File: src/hdl/urc_pkg.sv
package urc_pkg;

  localparam int TIME_BITS   = 32;
  localparam int CD_W        = 24;
  localparam int TRIG_W      = 8;
  localparam int PHASE_W     = TRIG_W + 1;
  localparam int DIST_W      = 30;
  localparam int CFG_IDX_W   = 2;
  localparam int CFG_DATA_W  = 24;

  // A tick of echo adds 170/1000 mm, kept as millimeters plus a remainder in hundredths.
  localparam int DIST_NUM    = 17;
  localparam int DIST_DEN    = 100;
  localparam int REM_W       = 7;

  localparam logic [CD_W-1:0]   CD_FALL_RESET = CD_W'(250000);
  localparam logic [CD_W-1:0]   CD_RISE_RESET = CD_W'(250000);
  localparam logic [TRIG_W-1:0] LEAD_RESET    = TRIG_W'(4);
  localparam logic [TRIG_W-1:0] WIDTH_RESET   = TRIG_W'(10);

  localparam logic [CFG_IDX_W-1:0] CFG_COOLDOWN_FALL = 2'd0;
  localparam logic [CFG_IDX_W-1:0] CFG_COOLDOWN_RISE = 2'd1;
  localparam logic [CFG_IDX_W-1:0] CFG_TRIGGER_LEAD  = 2'd2;
  localparam logic [CFG_IDX_W-1:0] CFG_TRIGGER_WIDTH = 2'd3;

  typedef struct packed {
    logic trig;
    logic fresh;
    logic busy;
  } flags_t;

  typedef struct packed {
    flags_t             flags;
    logic [DIST_W-1:0]  quo;
  } div_beat_t;

endpackage

File: src/hdl/ultrasonic_ranging_controller_core.sv
// Trigger and echo range finder controller. Every input beat is one microsecond tick carrying
// the sampled echo level, and every input beat yields exactly one output beat with the trigger
// level for that tick, the last completed distance in millimeters, a flag on the tick a
// distance completes, and the busy status. The block takes one beat per clock cycle while
// in_stall is low; a beat updates the tick state and its result is registered in the same
// cycle, then moves through the output register to the outputs. The distance is built up
// tick by tick between the two echo edges, so no division is needed at completion. The
// configuration port is always ready and should be written only while no beat is in flight.
// There is no echo timeout: without two echo edges the block stays busy.
module ultrasonic_ranging_controller_core
  import urc_pkg::*;
(
  input  logic                  clk,
  input  logic                  rst,
  input  logic                  in_valid,
  output logic                  in_stall,
  input  logic                  echo_level,
  output logic                  out_valid,
  input  logic                  out_stall,
  output logic                  trigger_level,
  output logic [DIST_W-1:0]     range_mm,
  output logic                  distance_new,
  output logic                  busy_res,
  input  logic                  cfg_valid,
  output logic                  cfg_ready,
  input  logic [CFG_IDX_W-1:0]  cfg_index,
  input  logic [CFG_DATA_W-1:0] cfg_data
);

  logic      ctrl_valid;
  logic      ctrl_ready;
  div_beat_t ctrl_beat;

  urc_ctrl u_ctrl (
    .clk        (clk),
    .rst        (rst),
    .in_valid   (in_valid),
    .in_stall   (in_stall),
    .echo_level (echo_level),
    .cfg_valid  (cfg_valid),
    .cfg_ready  (cfg_ready),
    .cfg_index  (cfg_index),
    .cfg_data   (cfg_data),
    .o_valid    (ctrl_valid),
    .o_ready    (ctrl_ready),
    .o_beat     (ctrl_beat)
  );

  urc_out u_out (
    .clk           (clk),
    .rst           (rst),
    .in_valid      (ctrl_valid),
    .in_ready      (ctrl_ready),
    .in_beat       (ctrl_beat),
    .out_valid     (out_valid),
    .out_stall     (out_stall),
    .trigger_level (trigger_level),
    .range_mm      (range_mm),
    .distance_new  (distance_new),
    .busy_res      (busy_res)
  );

endmodule

File: src/hdl/urc_ctrl.sv
module urc_ctrl
  import urc_pkg::*;
(
  input  logic                  clk,
  input  logic                  rst,
  input  logic                  in_valid,
  output logic                  in_stall,
  input  logic                  echo_level,
  input  logic                  cfg_valid,
  output logic                  cfg_ready,
  input  logic [CFG_IDX_W-1:0]  cfg_index,
  input  logic [CFG_DATA_W-1:0] cfg_data,
  output logic                  o_valid,
  input  logic                  o_ready,
  output div_beat_t             o_beat
);

  logic [CD_W-1:0]      cd_fall;
  logic [CD_W-1:0]      cd_rise;
  logic [TRIG_W-1:0]    lead;
  logic [TRIG_W-1:0]    width;

  logic [TIME_BITS-1:0] tick_count;
  logic [TIME_BITS-1:0] rise_stamp;
  logic [TIME_BITS-1:0] fall_stamp;
  logic [DIST_W-1:0]    acc_quo;
  logic [REM_W-1:0]     acc_rem;
  logic                 rise_seen;
  logic                 fall_seen;
  logic                 in_meas;
  logic [PHASE_W-1:0]   phase;
  logic                 echo_prev;

  logic [TIME_BITS-1:0] rise_stamp_next;
  logic [TIME_BITS-1:0] fall_stamp_next;
  logic [DIST_W-1:0]    acc_quo_next;
  logic [REM_W-1:0]     acc_rem_next;
  logic                 rise_seen_next;
  logic                 fall_seen_next;
  logic                 in_meas_next;
  logic [PHASE_W-1:0]   phase_next;
  div_beat_t            beat_next;

  logic                 in_accept;
  logic                 cool_fall;
  logic                 cool_rise;
  logic                 span_wrap;
  logic [PHASE_W-1:0]   seq_end;
  logic [DIST_W-1:0]    step_quo;
  logic [REM_W-1:0]     step_rem;

  assign cfg_ready = 1'b1;
  assign in_stall  = o_valid && !o_ready;
  assign in_accept = in_valid && !in_stall;

  assign cool_fall = !fall_seen ||
                     ((tick_count - fall_stamp) >= TIME_BITS'(cd_fall));
  assign cool_rise = !rise_seen ||
                     ((tick_count - rise_stamp) >= TIME_BITS'(cd_rise));
  assign seq_end   = PHASE_W'(lead) + PHASE_W'(width);
  assign span_wrap = tick_count == rise_stamp;

  urc_div_stage u_step (
    .quo      (acc_quo),
    .rem      (acc_rem),
    .quo_next (step_quo),
    .rem_next (step_rem)
  );

  always_comb begin
    rise_stamp_next = rise_stamp;
    fall_stamp_next = fall_stamp;
    acc_quo_next    = acc_quo;
    acc_rem_next    = acc_rem;
    rise_seen_next  = rise_seen;
    fall_seen_next  = fall_seen;
    in_meas_next    = in_meas;
    phase_next      = phase;
    beat_next       = '0;

    if (phase == '0) begin
      if (in_meas) begin
        if (rise_seen && fall_seen) begin
          beat_next.quo         = acc_quo;
          beat_next.flags.fresh = 1'b1;
          in_meas_next          = 1'b0;
        end
      end else if (cool_fall && cool_rise) begin
        in_meas_next   = 1'b1;
        rise_seen_next = 1'b0;
        fall_seen_next = 1'b0;
        phase_next     = PHASE_W'(1);
      end
    end

    if (phase_next != '0) begin
      beat_next.flags.trig = (phase_next > PHASE_W'(lead)) && (phase_next <= seq_end);
      phase_next = phase_next + PHASE_W'(1);
      if (phase_next > seq_end) begin
        phase_next = '0;
      end
    end

    // The distance grows on every tick after the rise up to and including the fall.
    // A span that wraps the tick counter starts again from zero.
    if (rise_seen_next && !fall_seen_next) begin
      if (span_wrap) begin
        acc_quo_next = '0;
        acc_rem_next = '0;
      end else begin
        acc_quo_next = step_quo;
        acc_rem_next = step_rem;
      end
    end

    if (echo_level != echo_prev) begin
      if (!rise_seen_next) begin
        rise_seen_next  = 1'b1;
        rise_stamp_next = tick_count;
        acc_quo_next    = '0;
        acc_rem_next    = '0;
      end else if (!fall_seen_next) begin
        fall_seen_next  = 1'b1;
        fall_stamp_next = tick_count;
      end
    end

    beat_next.flags.busy = in_meas_next;
  end

  always_ff @(posedge clk) begin
    if (rst) begin
      cd_fall    <= CD_FALL_RESET;
      cd_rise    <= CD_RISE_RESET;
      lead       <= LEAD_RESET;
      width      <= WIDTH_RESET;
      tick_count <= '0;
      rise_seen  <= 1'b0;
      fall_seen  <= 1'b0;
      in_meas    <= 1'b0;
      phase      <= '0;
      echo_prev  <= 1'b0;
      o_valid    <= 1'b0;
    end else begin
      if (cfg_valid) begin
        unique case (cfg_index)
          CFG_COOLDOWN_FALL: cd_fall <= cfg_data;
          CFG_COOLDOWN_RISE: cd_rise <= cfg_data;
          CFG_TRIGGER_LEAD:  lead    <= cfg_data[TRIG_W-1:0];
          CFG_TRIGGER_WIDTH: width   <= cfg_data[TRIG_W-1:0];
        endcase
      end
      if (in_accept) begin
        tick_count <= tick_count + TIME_BITS'(1);
        rise_seen  <= rise_seen_next;
        fall_seen  <= fall_seen_next;
        in_meas    <= in_meas_next;
        phase      <= phase_next;
        echo_prev  <= echo_level;
      end
      if (!o_valid || o_ready) begin
        o_valid <= in_valid;
      end
    end
  end

  always_ff @(posedge clk) begin
    if (in_accept) begin
      rise_stamp <= rise_stamp_next;
      fall_stamp <= fall_stamp_next;
      acc_quo    <= acc_quo_next;
      acc_rem    <= acc_rem_next;
      o_beat     <= beat_next;
    end
  end

endmodule

File: src/hdl/urc_div_stage.sv
module urc_div_stage
  import urc_pkg::*;
(
  input  logic [DIST_W-1:0] quo,
  input  logic [REM_W-1:0]  rem,
  output logic [DIST_W-1:0] quo_next,
  output logic [REM_W-1:0]  rem_next
);

  logic [REM_W-1:0] sum;
  logic             carry;

  // One tick of echo: the remainder gains its step and carries into the millimeters.
  assign sum      = rem + REM_W'(DIST_NUM);
  assign carry    = sum >= REM_W'(DIST_DEN);
  assign rem_next = carry ? (sum - REM_W'(DIST_DEN)) : sum;
  assign quo_next = quo + DIST_W'(carry);

endmodule

File: src/hdl/urc_out.sv
module urc_out
  import urc_pkg::*;
(
  input  logic              clk,
  input  logic              rst,
  input  logic              in_valid,
  output logic              in_ready,
  input  div_beat_t         in_beat,
  output logic              out_valid,
  input  logic              out_stall,
  output logic              trigger_level,
  output logic [DIST_W-1:0] range_mm,
  output logic              distance_new,
  output logic              busy_res
);

  logic [DIST_W-1:0] last_dist;
  logic [DIST_W-1:0] dist_next;
  logic              load;

  assign in_ready  = !out_valid || !out_stall;
  assign load      = in_ready && in_valid;
  assign dist_next = in_beat.flags.fresh ? in_beat.quo : last_dist;

  always_ff @(posedge clk) begin
    if (rst) begin
      out_valid <= 1'b0;
      last_dist <= '0;
    end else begin
      if (in_ready) begin
        out_valid <= in_valid;
      end
      if (load) begin
        last_dist <= dist_next;
      end
    end
  end

  always_ff @(posedge clk) begin
    if (load) begin
      trigger_level <= in_beat.flags.trig;
      range_mm      <= dist_next;
      distance_new  <= in_beat.flags.fresh;
      busy_res      <= in_beat.flags.busy;
    end
  end

endmodule

File: config.mk
export PLATFORM = sky130hd
export DESIGN_NAME = ultrasonic_ranging_controller_core
export DESIGN_NICKNAME = d
export VERILOG_FILES = /design/src/hdl/urc_pkg.sv /design/src/hdl/ultrasonic_ranging_controller_core.sv /design/src/hdl/urc_ctrl.sv /design/src/hdl/urc_div_stage.sv /design/src/hdl/urc_out.sv
export SDC_FILE = /design/constraint.sdc
export NUM_CORES = 1
export LEC_CHECK = 0
export ABC_AREA = 1
export ABC_CLOCK_PERIOD_IN_PS = 9800
export BUFFER_PORTS_ARGS = -buffer_cell sky130_fd_sc_hd__buf_2
export CORE_MARGIN = 4
export CORE_UTILIZATION = 30
export CTS_CLUSTER_DIAMETER = 100
export DETAILED_ROUTE_END_ITERATION = 8
export PLACE_DENSITY = 0.56
export SLEW_MARGIN = 20
export SYNTH_ARGS = -nofsm -noshare
export SYNTH_HDL_FRONTEND = slang
export SYNTH_SLANG_ARGS = --single-unit
File: constraint.sdc
create_clock -name clk -period 9.8 [get_ports clk]
set_input_delay 2.94 -clock clk [delete_from_list [all_inputs] [get_ports clk]]
set_output_delay 2.94 -clock clk [all_outputs]
set_load 0.01 [all_outputs]
Word level (Yosys, flattened, before mapping)
Index checks and enable logic that the tools add are counted.

storage, ports and cells
  bits in registers = 308
  bits of input ports = 32
  output and inout port bits = 36
  word-level logic and storage cells = 105

cells by class
  add/sub/neg operators = 8
  $lt $le $gt $ge = 6
  equality and inequality tests = 5
  mux-type cells = 29
  bitwise logic cells = 2
  reduce and logical (&&, ||, !) cells = 30

operators with widths
  kind                                                       number
  two-way mux 30 bit                                         5
  greater-or-equal comparator 32 x 24 -> 1 bit               2
  subtractor 32 bit                                          2
  two-way mux 9 bit                                          5
  two-way mux 7 bit                                          5
  adder 32 x 1 -> 32 bit (second input constant)             1
  equality test 32 bit                                       1
  adder 30 x 1 -> 30 bit                                     1
  two-way mux 1 bit                                          14
  AND reduction 2 bit                                        5
  adder 8 x 8 -> 9 bit                                       1
  adder 9 x 1 -> 9 bit (second input constant)               1
  greater-than comparator 9 x 8 -> 1 bit                     1
  greater-than comparator 9 bit                              1
  less-or-equal comparator 9 bit                             1
  zero test 9 bit                                            1
  nonzero test 9 bit                                         1
  zero test 1 bit                                            8
  adder 7 x 5 -> 7 bit (second input constant)               1
  greater-or-equal comparator 7 bit (second input constant)  1
  logical AND 1 bit                                          7
  subtractor 7 bit (second input constant)                   1
  AND reduction 3 bit                                        2
  equality test 2 bit (second input constant)                2
  other kinds (6)                                            10

Depth between registers and ports, before layout
Gate-level depths: netlist of the first run.

  word-level depth = 12
  mapped depth = 43
  depth with buffers taken out = 43

Modules after synthesis
A second synthesis of the first run with hierarchy kept.

second synthesis, totals
  cells, all modules = 2806
  area, all modules = 20347.0 um2

by module, submodules not included
  module         times used  cells an instance  area an instance (um2)  sequential area each (um2)
  urc_ctrl       1           2231               16432.0                 6226.0
  urc_out        1           385                2860.2                  1611.5
  urc_div_stage  1           190                1054.8                  0.0

Worst setup path after synthesis of the first run
No wires, ideal clock.

  path kind = input port to output port
  start point = in out_stall
  end point = out in_stall
  data arrival time = 3.202 ns
  required time = 6.860 ns
  slack = 3.658 ns
  cell stages on the path = 4
  buffers on the path = 0
  path through = nand2_1 -> inv_2 -> nand2_2 -> inv_1

on the way
  longest elaborated chain between the ends = 4

RTL lines
  element             line                                      source
  start: declaration  ultrasonic_ranging_controller_core.sv:19  input logic out_stall,
  zero test 1 bit     urc_out.sv:21                             assign in_ready = !out_valid || !out_stall;
  logical OR 1 bit    urc_out.sv:21
  zero test 1 bit     urc_ctrl.sv:53                            assign in_stall = o_valid && !o_ready;
  logical AND 1 bit   urc_ctrl.sv:53
  end: declaration    ultrasonic_ranging_controller_core.sv:16  output logic in_stall,

Every way passes these cells.

Worst setup path after layout of the first run
  start point = reg u_ctrl.tick_count[0]
  end point = reg u_ctrl.phase[2]

on the way
  longest elaborated chain between the ends = 11
  elaborated cells between the ends (all ways) = 15
  those cells by class = add/sub: 3; order compare: 3; mux: 5; reduce/logical: 4

RTL lines
  element                                                                 line                            source
  start: declaration                                                      urc_ctrl.sv:23                  logic [TIME_BITS-1:0] tick_count;
  start signal: assignment                                                urc_ctrl.sv:154                 tick_count <= tick_count + TIME_BITS'(1);
  subtractor 32 bit, on equally long branches                             urc_ctrl.sv:57, urc_ctrl.sv:59
  greater-or-equal comparator 32 x 24 -> 1 bit, on equally long branches  urc_ctrl.sv:57, urc_ctrl.sv:59
  logical OR 1 bit, on equally long branches                              urc_ctrl.sv:56, urc_ctrl.sv:58
  logical AND 1 bit (*)                                                   urc_ctrl.sv:88                  end else if (cool_fall && cool_rise) begin
  two-way mux 9 bit (*)                                                   urc_ctrl.sv:88
  two-way mux 9 bit (*)                                                   urc_ctrl.sv:82                  if (in_meas) begin
  two-way mux 9 bit (*)                                                   urc_ctrl.sv:81                  if (phase == '0) begin
  adder 9 x 1 -> 9 bit                                                    urc_ctrl.sv:98                  phase_next = phase_next + PHASE_W'(1);
  greater-than comparator 9 bit                                           urc_ctrl.sv:99                  if (phase_next > seq_end) begin
  two-way mux 9 bit                                                       urc_ctrl.sv:99
  two-way mux 9 bit (*)                                                   urc_ctrl.sv:96                  if (phase_next != '0) begin
  end signal: assignment                                                  urc_ctrl.sv:158                 phase <= phase_next;
  end: declaration                                                        urc_ctrl.sv:31                  logic [PHASE_W-1:0] phase;

Every way passes the cells marked *; elsewhere a longest branch is shown, timed or not.
A chain may end at the register's enable or synchronous reset.

==> results of run 1 <==
[final cells by class]
class                   instances  area, sq um
diodes                          1         2.50
clock buffers                  53         1050
clock inverters                16          145
fillers                      6885        42500
inverters                     449         1690
multi-input cells            1792         9800
flip-flops and latches        308         7840
well taps                     855         1070
repair buffers                 83          478
[worst reg2reg max path: cells and delay by family (launching register included)]
family	cells	cell delay, ns
buffers and inverters	3	0.28
DFF	1	0.34
AOI/OAI and AO/OA	3	0.85
adders and majority gates	5	1.42
xor gates and xnor gates	2	0.32
and+or+nand+nor	27	3.30
[synth_stat cells (5+ instances only)]
cell type and instances:
sky130_fd_sc_hd__nand2_1 626, sky130_fd_sc_hd__inv_1 446, sky130_fd_sc_hd__nor2_1 253, sky130_fd_sc_hd__o21ai_0 184, sky130_fd_sc_hd__a21oi_1 177, sky130_fd_sc_hd__edfxtp_1 167
sky130_fd_sc_hd__ha_1 153, sky130_fd_sc_hd__dfxtp_1 141, sky130_fd_sc_hd__nand3_1 87, sky130_fd_sc_hd__xor2_1 70, sky130_fd_sc_hd__clkbuf_1 57, sky130_fd_sc_hd__nand4_1 53
sky130_fd_sc_hd__nor3_1 29, sky130_fd_sc_hd__nor4_1 21, sky130_fd_sc_hd__xnor2_1 20, sky130_fd_sc_hd__a31oi_1 16, sky130_fd_sc_hd__o211ai_1 15, sky130_fd_sc_hd__nor2_2 11
sky130_fd_sc_hd__nand2_2 10, sky130_fd_sc_hd__a21o_1 9, sky130_fd_sc_hd__o21ai_1 7, sky130_fd_sc_hd__buf_6 6, sky130_fd_sc_hd__o21bai_1 6, sky130_fd_sc_hd__buf_2 5
[kinds of logic (layout without fill, tap and decap cells)]
group                      count (synthesis)  after routing  share of synthesized area
DFF                                      308            308                      0.399
adders and majority gates                156            156                      0.101
buffers and inverters                    520            601                      0.102
AOI/OAI and AO/OA                        428            428                      0.116
and+or+nand+nor                         1117           1117                      0.241
other                                      1              2                   0.000191
xor gates and xnor gates                  90             90                     0.0402
[per-layer routing]
layer  GRT usage  routed length (um)
met1       0.200               24700
met2       0.234               23000
met3      0.0213                2520
met4      0.0411                1350
met5           0                  13
[per-stage QoR]
stage	util	hold slack, ns
after floorplan	-	0.400
after global placement	0.323	0.436
after detailed placement	0.323	0.425
after CTS	0.341	0.452
after global routing	0.342	0.467
final	0.342	0.446
[power groups by stage]
stage	sequential [uW]	clock (uW)	combinational [uW]
floorplan	1510	0	355
global placement	1510	0	478
detailed placement	1510	0	479
CTS	1490	1400	482
global route	1500	1440	556
finish	1490	1350	478
[final timing paths]
check | depth (start not counted) | to | from | slack (ns)
hold / removal | 2 | u_out.last_dist[21] | u_out.last_dist[21] | 0.45
hold reg to reg | 2 | u_out.last_dist[21] | u_out.last_dist[21] | 0.45
setup reg to reg | 40 | u_ctrl.phase[2] | u_ctrl.tick_count[0] | 3.24
setup / recovery | 40 | u_ctrl.phase[2] | u_ctrl.tick_count[0] | 3.24
[flip-flops by register name, summed over array words and instances, names as in the netlist]
register             flops
u_ctrl.o_valid           1
u_ctrl.tick_count       32
u_ctrl.echo_prev         1
u_ctrl.rise_seen         1
u_ctrl.lead              8
u_out.distance_new       1
u_ctrl.o_beat           33
u_out.last_dist         30
u_ctrl.acc_quo          30
u_ctrl.cd_fall          24
u_ctrl.fall_stamp       32
u_out.busy_res           1
u_out.range_mm          30
u_ctrl.cd_rise          24
u_ctrl.width             8
u_ctrl.rise_stamp       32
u_ctrl.phase             9
u_ctrl.in_meas           1
u_ctrl.acc_rem           7
u_ctrl.fall_seen         1
u_out.trigger_level      1
u_out.out_valid          1
==> flow_summary.ini, run 1 <==
[critical_path]
cp_class = reg2reg
timing.critical_path.slowest_cell_delay_ns = 0.58
cp_data_required_time_ns = 10.29
crit_path_frequent_cell = sky130_fd_sc_hd__nand2_1
worstSetupEndpointType = register
worst-path-max-fanout = 35
cp_top_family = simple AND/OR/NAND/NOR gates
timing.critical_path.buf_inv = 3
critical-path-slowest-cell = sky130_fd_sc_hd__o21ai_0
critical_path_arrival_ns = 7.05
crit_path_start_kind = register

[floorplanning]
core_area_sq_um = 64600
die_h_um = 264
die_area_sq_um = 69600
dieWidth_um = 264
start_util = 0.304
rows = 93
ios = 68

[timing]
setup_viol_count_final = 0
max_fclk_ghz = 0.153
setup_repair_after_global_routing_missed_its_margin = false
timing.slew.headroom = 0.300
final.setup.worst_slack_ns = 3.24
worstMarginPinSlew_ns = 1.05
timing.final.crit_share = 0.669
fin_worst_skew_ns = 0.0253
setup-tns-final_ns = 0
final-hold-violation-count = 0
finalMaxSlewViolations = 0
min_period_ns = 6.56

[clock_network]
htree_num_levels = 2
worst_skew_pair.late_latency_ns = 0.57
cts_root_buf = sky130_fd_sc_hd__clkbuf_16
post_cts.resized_instances = 0
hold_buffers = 0
post_cts_buffers = 0
max-clock-path-buffers = 3
path_clk_slew_ns = 0.06
cts_sinks = 308
tritoncts.num_buffers = 38
cts_tree = yes

[final_layout]
final_area_sq_um = 22100
fraction_of_layout_instances_using_a_drive_strength_above_1 = 0.0681
layout_area_growth_over_synthesis_pct = 12.5
most-common-layout-cells = sky130_fd_sc_hd__nand2_1, sky130_fd_sc_hd__inv_1, sky130_fd_sc_hd__nor2_1
nets = 2860
final_cells = 3557
mostFrequentLayoutCell = sky130_fd_sc_hd__nand2_1

[drt]
viasPerCell = 4.63
via_count = 16500
wirelength_mm = 51.7
drtAntennaViolNets = 0
drc = 0
drt_iter0_markers = 1174
post_drt_wl_per_cell_um = 14.5
firstDrtPassIters = 5

[logic_synthesis]
ys_seq_area_frac = 0.399
ys_dominant_reg_cell = sky130_fd_sc_hd__edfxtp_1
synth_area_sq_um = 19600
synth_cells = 2620
cell_type_contributing_the_most_total_cell_area_after_synthesis = sky130_fd_sc_hd__edfxtp_1
synthesis.yosys.warnings = 0
synth.net_count = 2808
synth_largest_type_area_fraction = 0.256
synth_edf_count = 167
asyncSetResetFlopFracSynth = 0
synth_area_leaders = sky130_fd_sc_hd__edfxtp_1, sky130_fd_sc_hd__dfxtp_1, sky130_fd_sc_hd__nand2_1
syn_area_per_cell_sq_um = 7.49
yosysUniqueCellTypes = 49
synth.ff_latch_count = 308

[place]
placed_cell_area_sq_um = 20900
port-buffer-count = 66
pre_cts_slack_ns = 3.26
hpwlAfterDp_mm = 38.5
dpl.cell_count = 3486
weighted_congestion_at_the_end_of_routability_driven_global_placement = 0.925

[power]
max-vdd-ir-drop_v = 0.0000960
finalPower_uw = 3320
clockPowerShare = 0.408
power_leakage_uw = 0.0103
power_frac_seq = 0.448
switching_share = 0.282
power_frac_comb = 0.144
power_switching_uw = 936
int_pwr_uw = 2380
power.density_cell_area_nw_per_um2 = 150

[run_status]
outcome = complete, no violations

[global_route]
first_global_vias = 15400
grt_start_max_net_pins = 107
globalRouteOverflowTotal = 0
grt_use_total = 0.144
wire_length_of_the_first_global_routing_pass_mm = 82.6
antenna_found_initial = 1

[min_path]
path_class_of_the_lowest_slack_min_delay_path = reg2reg

[job]
max_cap_viol_count = 0
Power figures use the tool's default switching activity.
==> run 2: changes to the inputs <==
--- a/config.mk
+++ b/config.mk
@@ -6,13 +6,13 @@
 export NUM_CORES = 1
 export LEC_CHECK = 0
 export ABC_AREA = 1
-export ABC_CLOCK_PERIOD_IN_PS = 9800
+export ABC_CLOCK_PERIOD_IN_PS = 5400
 export BUFFER_PORTS_ARGS = -buffer_cell sky130_fd_sc_hd__buf_2
 export CORE_MARGIN = 4
 export CORE_UTILIZATION = 30
 export CTS_CLUSTER_DIAMETER = 100
 export DETAILED_ROUTE_END_ITERATION = 8
-export PLACE_DENSITY = 0.56
+export PLACE_DENSITY = 0.58
 export SLEW_MARGIN = 20
 export SYNTH_ARGS = -nofsm -noshare
 export SYNTH_HDL_FRONTEND = slang
==> constraint.sdc (replaced) <==
create_clock -name clk -period 5.4 [get_ports clk]
set_input_delay 1.62 -clock clk [delete_from_list [all_inputs] [get_ports clk]]
set_output_delay 1.62 -clock clk [all_outputs]
set_load 0.01 [all_outputs]
==> run 2 against run 1 <==
Flip-flop and latch count unchanged; highest routed layer is now met4; critical endpoint unchanged; via count grew 0.22%; sequential power increased by 81%; die area unchanged; wire length is 1.3% higher.
==> flow_summary.ini, run 2 (synthesized netlist as in run 1, its figures left out) <==
[global_route]
globalRouteOverflowTotal = 0
grt_start_max_net_pins = 114
wire_length_of_the_first_global_routing_pass_mm = 81.8
antenna_found_initial = 3
grt_use_total = 0.143
first_global_vias = 15200

[clock_network]
worst_skew_pair.late_latency_ns = 0.54
htree_num_levels = 2
cts_root_buf = sky130_fd_sc_hd__clkbuf_16
cts_sinks = 308
tritoncts.num_buffers = 35
max-clock-path-buffers = 3
path_clk_slew_ns = 0.06
hold_buffers = 0
cts_tree = yes

[final_layout]
nets = 2905
mostFrequentLayoutCell = sky130_fd_sc_hd__nand2_1
most-common-layout-cells = sky130_fd_sc_hd__nand2_1, sky130_fd_sc_hd__inv_1, sky130_fd_sc_hd__nor2_1
largest_register_ffs = 33
fraction_of_layout_instances_using_a_drive_strength_above_1 = 0.114
layout_area_growth_over_synthesis_pct = 16.3
final_area_sq_um = 22800
final_cells = 3598
num_antenna_cells = 0
largest-register = u_ctrl.o_beat

[min_path]
path_class_of_the_lowest_slack_min_delay_path = reg2reg

[critical_path]
cp_class = reg2reg
crit_path_frequent_cell = sky130_fd_sc_hd__nand2_2
critical_path_arrival_ns = 5.71
crit_path_start_kind = register
worstSetupEndpointType = register
timing.critical_path.slowest_cell_delay_ns = 0.39
worst-path-max-fanout = 4
cp_data_required_time_ns = 5.87
critical-path-slowest-cell = sky130_fd_sc_hd__fa_2

[timing]
fin_worst_skew_ns = 0.00910
setup_viol_count_final = 0
setup_repair_after_global_routing_missed_its_margin = true
timing.final.crit_share = 0.971
finalMaxSlewViolations = 0
final-hold-violation-count = 0
worstMarginPinSlew_ns = 1.01
timing.slew.headroom = 0.325
min_period_ns = 5.24
max_fclk_ghz = 0.191

[place]
weighted_congestion_at_the_end_of_routability_driven_global_placement = 0.922
placed_cell_area_sq_um = 21200
hpwlAfterDp_mm = 39.5
port-buffer-count = 66
dpl.cell_count = 3526

[drt]
wirelength_mm = 52.3
drtAntennaViolNets = 0
drt_iter0_markers = 1193
via_count = 16500
viasPerCell = 4.59
firstDrtPassIters = 5
drc = 0
post_drt_wl_per_cell_um = 14.5

[power]
max-vdd-ir-drop_v = 0.000179
power.density_cell_area_nw_per_um2 = 267
power_leakage_uw = 0.0106

[floorplanning]
die_area_sq_um = 69600
die_h_um = 264
ios = 68
dieWidth_um = 264
core_area_sq_um = 64600
rows = 93
start_util = 0.304

[job]
max_cap_viol_count = 0

[run_status]
outcome = complete, no violations
run 2: worst max-delay path: cells and delay by family (launching register included):
kind | cells | cell delay [ns]
buffers and inverters | 4 | 0.22
flip-flops | 1 | 0.33
adder cells (fa/ha/maj) | 5 | 1.26
AO/OA/AOI/OAI | 4 | 0.71
AND/OR/NAND/NOR | 26 | 2.39
XOR/XNOR | 2 | 0.28
run 2: power breakdown:
part           internal (uW)  switching (uW)  leakage [uW]
sequential              2620            80.4       0.00279
clock                   1470             981      0.000571
combinational            322             610       0.00722
run 2: area by class of cell:
| type | instances | area (sq um) |
|---|---|---|
| clock buffer | 47 | 983 |
| timing repair buffer | 131 | 858 |
| multi-input combinational | 1792 | 10200 |
| clock inverter | 16 | 185 |
| tap | 855 | 1070 |
| inverter | 449 | 1690 |
| fill | 6726 | 41800 |
| sequential | 308 | 7850 |
run 2: through the flow:
step	power, uW	TNS (ns)	util	worst slack (ns)	hold slack, ns
2_1_floorplan	3380	0	-	0.287	0.400
3_3_place_gp	3640	0	0.328	0.0881	0.435
3_5_place_dp	3650	0	0.328	0.0155	0.424
4_1_cts	6140	0	0.346	0.00814	0.448
5_1_grt	6390	-1.38	0.353	-0.243	0.465
6_report	6090	0	0.353	0.158	0.444
run 2: per-layer routing:
layer	vias up	track usage	wire [um]	part of all wire
met2	268	0.242	24400	0.47
met4	0	0.0297	825	0.016
li1	8704	-	-	-
met5	-	0	0	0
met1	7470	0.194	25000	0.48
met3	57	0.0220	2100	0.040
run 2: timing repair:
| item | in CTS | in global routing |
|---|---|---|
| setup endpoints to repair | 1 | 10 |
| hold endpoints to repair | 0 | 0 |
| buffers inserted | 0 | 8 |
| resized for setup | 2 | 110 |
| pin swaps | 0 | 42 |
run 2: worst paths after layout:
| kind | slack [ns] | to | startpoint | depth (start not counted) |
|---|---|---|---|---|
| hold / removal | 0.44 | u_out.last_dist[14] | u_out.last_dist[14] | 2 |
| setup / recovery | 0.16 | u_ctrl.phase[2] | u_ctrl.tick_count[0] | 41 |
| hold reg to reg | 0.44 | u_out.last_dist[14] | u_out.last_dist[14] | 2 |
| setup reg to reg | 0.16 | u_ctrl.phase[2] | u_ctrl.tick_count[0] | 41 |
